--- src/rtl/pbrl_ram.sv ---
// Generic single-write, single-read RAM with registered read data.
// No dependencies.
`default_nettype none
module pbrl_ram #(
  parameter int unsigned WIDTH = 8,
  parameter int unsigned DEPTH = 16
) (
  input  wire logic                     clk_i,
  input  wire logic                     we_i,
  input  wire logic [$clog2(DEPTH)-1:0] waddr_i,
  input  wire logic [WIDTH-1:0]         wdata_i,
  input  wire logic                     re_i,
  input  wire logic [$clog2(DEPTH)-1:0] raddr_i,
  output logic      [WIDTH-1:0]         rdata_o
);

  logic [WIDTH-1:0] mem_q [DEPTH];

  always_ff @(posedge clk_i) begin
    if (we_i) begin
      mem_q[waddr_i] <= wdata_i;
    end
    if (re_i) begin
      rdata_o <= mem_q[raddr_i];
    end
  end

endmodule
`default_nettype wire

--- config.mk ---
export PLATFORM = sky130hd
export DESIGN_NAME = pbrl_ram
export DESIGN_NICKNAME = d
export VERILOG_FILES = /design/src/rtl/pbrl_ram.sv
export SDC_FILE = /design/constraint.sdc
export NUM_CORES = 1
export LEC_CHECK = 0
export ABC_AREA = 0
export CAP_MARGIN = 20
export CORE_AREA = 5 5 93 117
export CTS_CLUSTER_SIZE = 40
export DETAILED_ROUTE_END_ITERATION = 7
export DIE_AREA = 0 0 98 122
export DONT_BUFFER_PORTS = 1
export PLACE_DENSITY = 0.71
export SYNTH_ARGS = -nofsm -noshare
export SYNTH_HDL_FRONTEND = slang
export SYNTH_SLANG_ARGS = --single-unit
--- constraint.sdc ---
create_clock -name clk_i -period 1.7 [get_ports clk_i]
set_input_delay 0.085 -clock clk_i [delete_from_list [all_inputs] [get_ports clk_i]]
set_output_delay 0.085 -clock clk_i [all_outputs]
set_load 0.01 [all_outputs]
==> impl_metrics.json <==
{
  "row_count": 41,
  "finalClockSkew_ps": 7.189,
  "gr-total-overflow": 0,
  "layout_setup_ws_ps": 217.8,
  "fin_tns_setup_ps": 0,
  "area_growth_pct": 17.26,
  "drtIter0Drc": 229,
  "port_buffers": 0,
  "die-area_um2": 11960,
  "worstReg2RegEnd": "rdata_o[1]",
  "hp-class": "in2reg",
  "outcome": "completed",
  "clock-root-buffer": "clkbuf_16",
  "cts_setup_buffers": 0,
  "relSlewSlack_pct": 60.20,
  "setup_violations": 0,
  "rsz0062_at_grt": "no",
  "avgViaCountPerCell": 5.821,
  "wl_per_cell_um": 24.67,
  "yosysSeqAreaShare_pct": 78.12,
  "synth_area_leaders": "edfxtp_1 78%, mux4_2 7.8%, mux4_1 7.0%",
  "period_share_pct": 87.19,
  "drc": 0,
  "clockBufferDepth": 2,
  "antenna_found_initial": 1,
  "drive_gt1_share_pct": 23.02,
  "seq_power_share_pct": 49.2,
  "r2r_start": "mem_q[2][1]",
  "synth_top_cell_by_area": "edfxtp_1",
  "grt_pass1_wl_um": 15640,
  "syn_area_um2": 5228,
  "die_h_um": 122,
  "synthCells": 229,
  "htree_levels": 4,
  "fin_crit_ps": 1482,
  "p_clk_share_pct": 47.3,
  "place_ws_ps": 232.9,
  "grt_use_total_pct": 18.48,
  "hold_path_depth": 2,
  "slew_violations": 0,
  "reg2reg_setup_slack_ps": 220,
  "grt_max_degree": 33,
  "p_total_mw": 7.743,
  "cts_tree": "done",
  "yosysWarnings": 0,
  "ant_nets": 0,
  "dpl.hpwl_um": 6135,
  "hold_ws_ps": 39.31,
  "cp_data_required_time_ps": 1850,
  "crit_path_max_incr_delay_ps": 520,
  "start_util_pct": 53.35,
  "routed_wl_um": 10070,
  "layout_commonest_cell": "edfxtp_1",
  "multiInputGateArea_um2": 1057,
  "hold_violations": 0,
  "min_from": "waddr_i[0]",
  "end_kind": "flop",
  "switching_share_pct": 18.17,
  "cp_max_fo": 1,
  "clkTransAtPathRegs_ps": 60,
  "synth_cell_types": 18,
  "whs_endpoint": "mem_q[4][2]",
  "p_leak_nw": 2.034,
  "ir_drop_mv": 0.7395,
  "p_per_area_nw_per_um2": 1263,
  "place_area_um2": 5445,
  "synth_top_area_share_pct": 78.12,
  "fin_util_pct": 62.56,
  "netSwitchingPower_mw": 1.407,
  "arrival_ps": 1630,
  "final-seq-area_um2": 4084,
  "place_congestion": 0.7502,
  "fin_cells": 408,
  "cts_sinks": 136,
  "place_inst": 367,
  "die_w_um": 98,
  "final_cell_mix": "136 x edfxtp_1, 19 x buf_4, 18 x mux4_2",
  "worst_r2r_path_depth": 3,
  "fmax_mhz": 674.7,
  "final_cell_area_um2": 6130,
  "worst_slew_pin_slew_ps": 595.0,
  "critPathLaunchType": "flop",
  "ys_seq_elements": 136,
  "first_pass_iters": 4,
  "syn_nets": 248,
  "grt_pass1_vias": 2523,
  "numCtsBuffers": 17,
  "core_area_um2": 9798,
  "worst-setup-path-type": "reg2reg",
  "nets": 285,
  "combPwrFrac_pct": 3.5,
  "cp_slowest_cell": "mux4_1",
  "p_int_mw": 6.336,
  "nFillCells": 644,
  "io-pin-count": 27,
  "postSynthAreaPerCell_um2": 22.83,
  "num_vias": 2375,
  "maxCapViolCount": 0,
  "path_cells": "mux4_1 -> a22oi_1 -> nand2_1",
  "worstSkewPairLatency_ps": 400
}
state kept, by name, summed over array words and instances, names as in the netlist:
signal,flops
rdata_o,8
mem_q,128
power groups by stage:
stage	clock network, mW	registers, mW	logic, mW
floorplan	0	3.87	0.191
global placement	0	3.88	0.206
detailed placement	0	3.88	0.209
CTS	3.72	3.81	0.271
global route	3.88	3.82	0.293
finish	3.66	3.81	0.269
worst max-delay path: cells and delay by family, from the launching register on:
| kind | cells | cell delay (ps) |
|---|---|---|
| compound gates | 1 | 240 |
| mux | 1 | 520 |
| simple gates | 1 | 90 |
| flops | 1 | 390 |
Yosys cell counts:
library cell and number:
a22oi_1 16, and2_1 1, and2b_1 1, buf_2 3
buf_4 1, buf_6 3, clkdlybuf4s25_2 3, edfxtp_1 136
mux4_1 14, mux4_2 18, nand2_1 9, nand2b_1 2
nand3_1 1, nand3b_1 2, nor2_1 13, nor2b_1 1
nor3_1 4, or3b_2 1
timing repair:
| item | CTS | global route |
|---|---|---|
| resized for setup | 0 | 0 |
| hold buffers | 9 | 0 |
| endpoints found under the hold margin | 136 | 0 |
metal layers:
layer | up-vias | GRT usage [%] | routed length, µm
li1 | 1054 | - | -
met1 | 1213 | 23.01 | 3926
met2 | 102 | 30.07 | 5248
met3 | 6 | 7.446 | 832
met4 | 0 | 5.628 | 61
met5 | - | 0 | 0
worst max-delay path by stage:
stage | from | to | slack (ps) | cells after the start
2_1_floorplan | waddr_i[2] | mem_q[0][0] | 120 | 2
3_3_place_gp | mem_q[9][4] | rdata_o[4] | 260 | 3
3_5_place_dp | mem_q[1][1] | rdata_o[1] | 230 | 3
4_1_cts | mem_q[11][6] | rdata_o[6] | 220 | 3
5_1_grt | mem_q[1][2] | rdata_o[2] | 140 | 3
6_report | mem_q[2][1] | rdata_o[1] | 220 | 3
area by class of cell:
class                   instances  share of cell area, %
clock buffers                  20                  7.124
clock inverters                11                  2.531
well taps                     129                  2.633
repair buffers                 28                  3.797
flip-flops and latches        136                  66.63
multi-input cells              83                  17.25
diodes                          1                0.04082
cell families after synthesis:
| kind of cell | count (synthesis) | synth area share [%] |
|---|---|---|
| flops | 136 | 78.12 |
| simple gates | 35 | 3.136 |
| mux | 32 | 14.79 |
| compound gates | 16 | 2.298 |
| buf+inv | 10 | 1.651 |
Note: power is estimated with default switching activity, not from simulation.
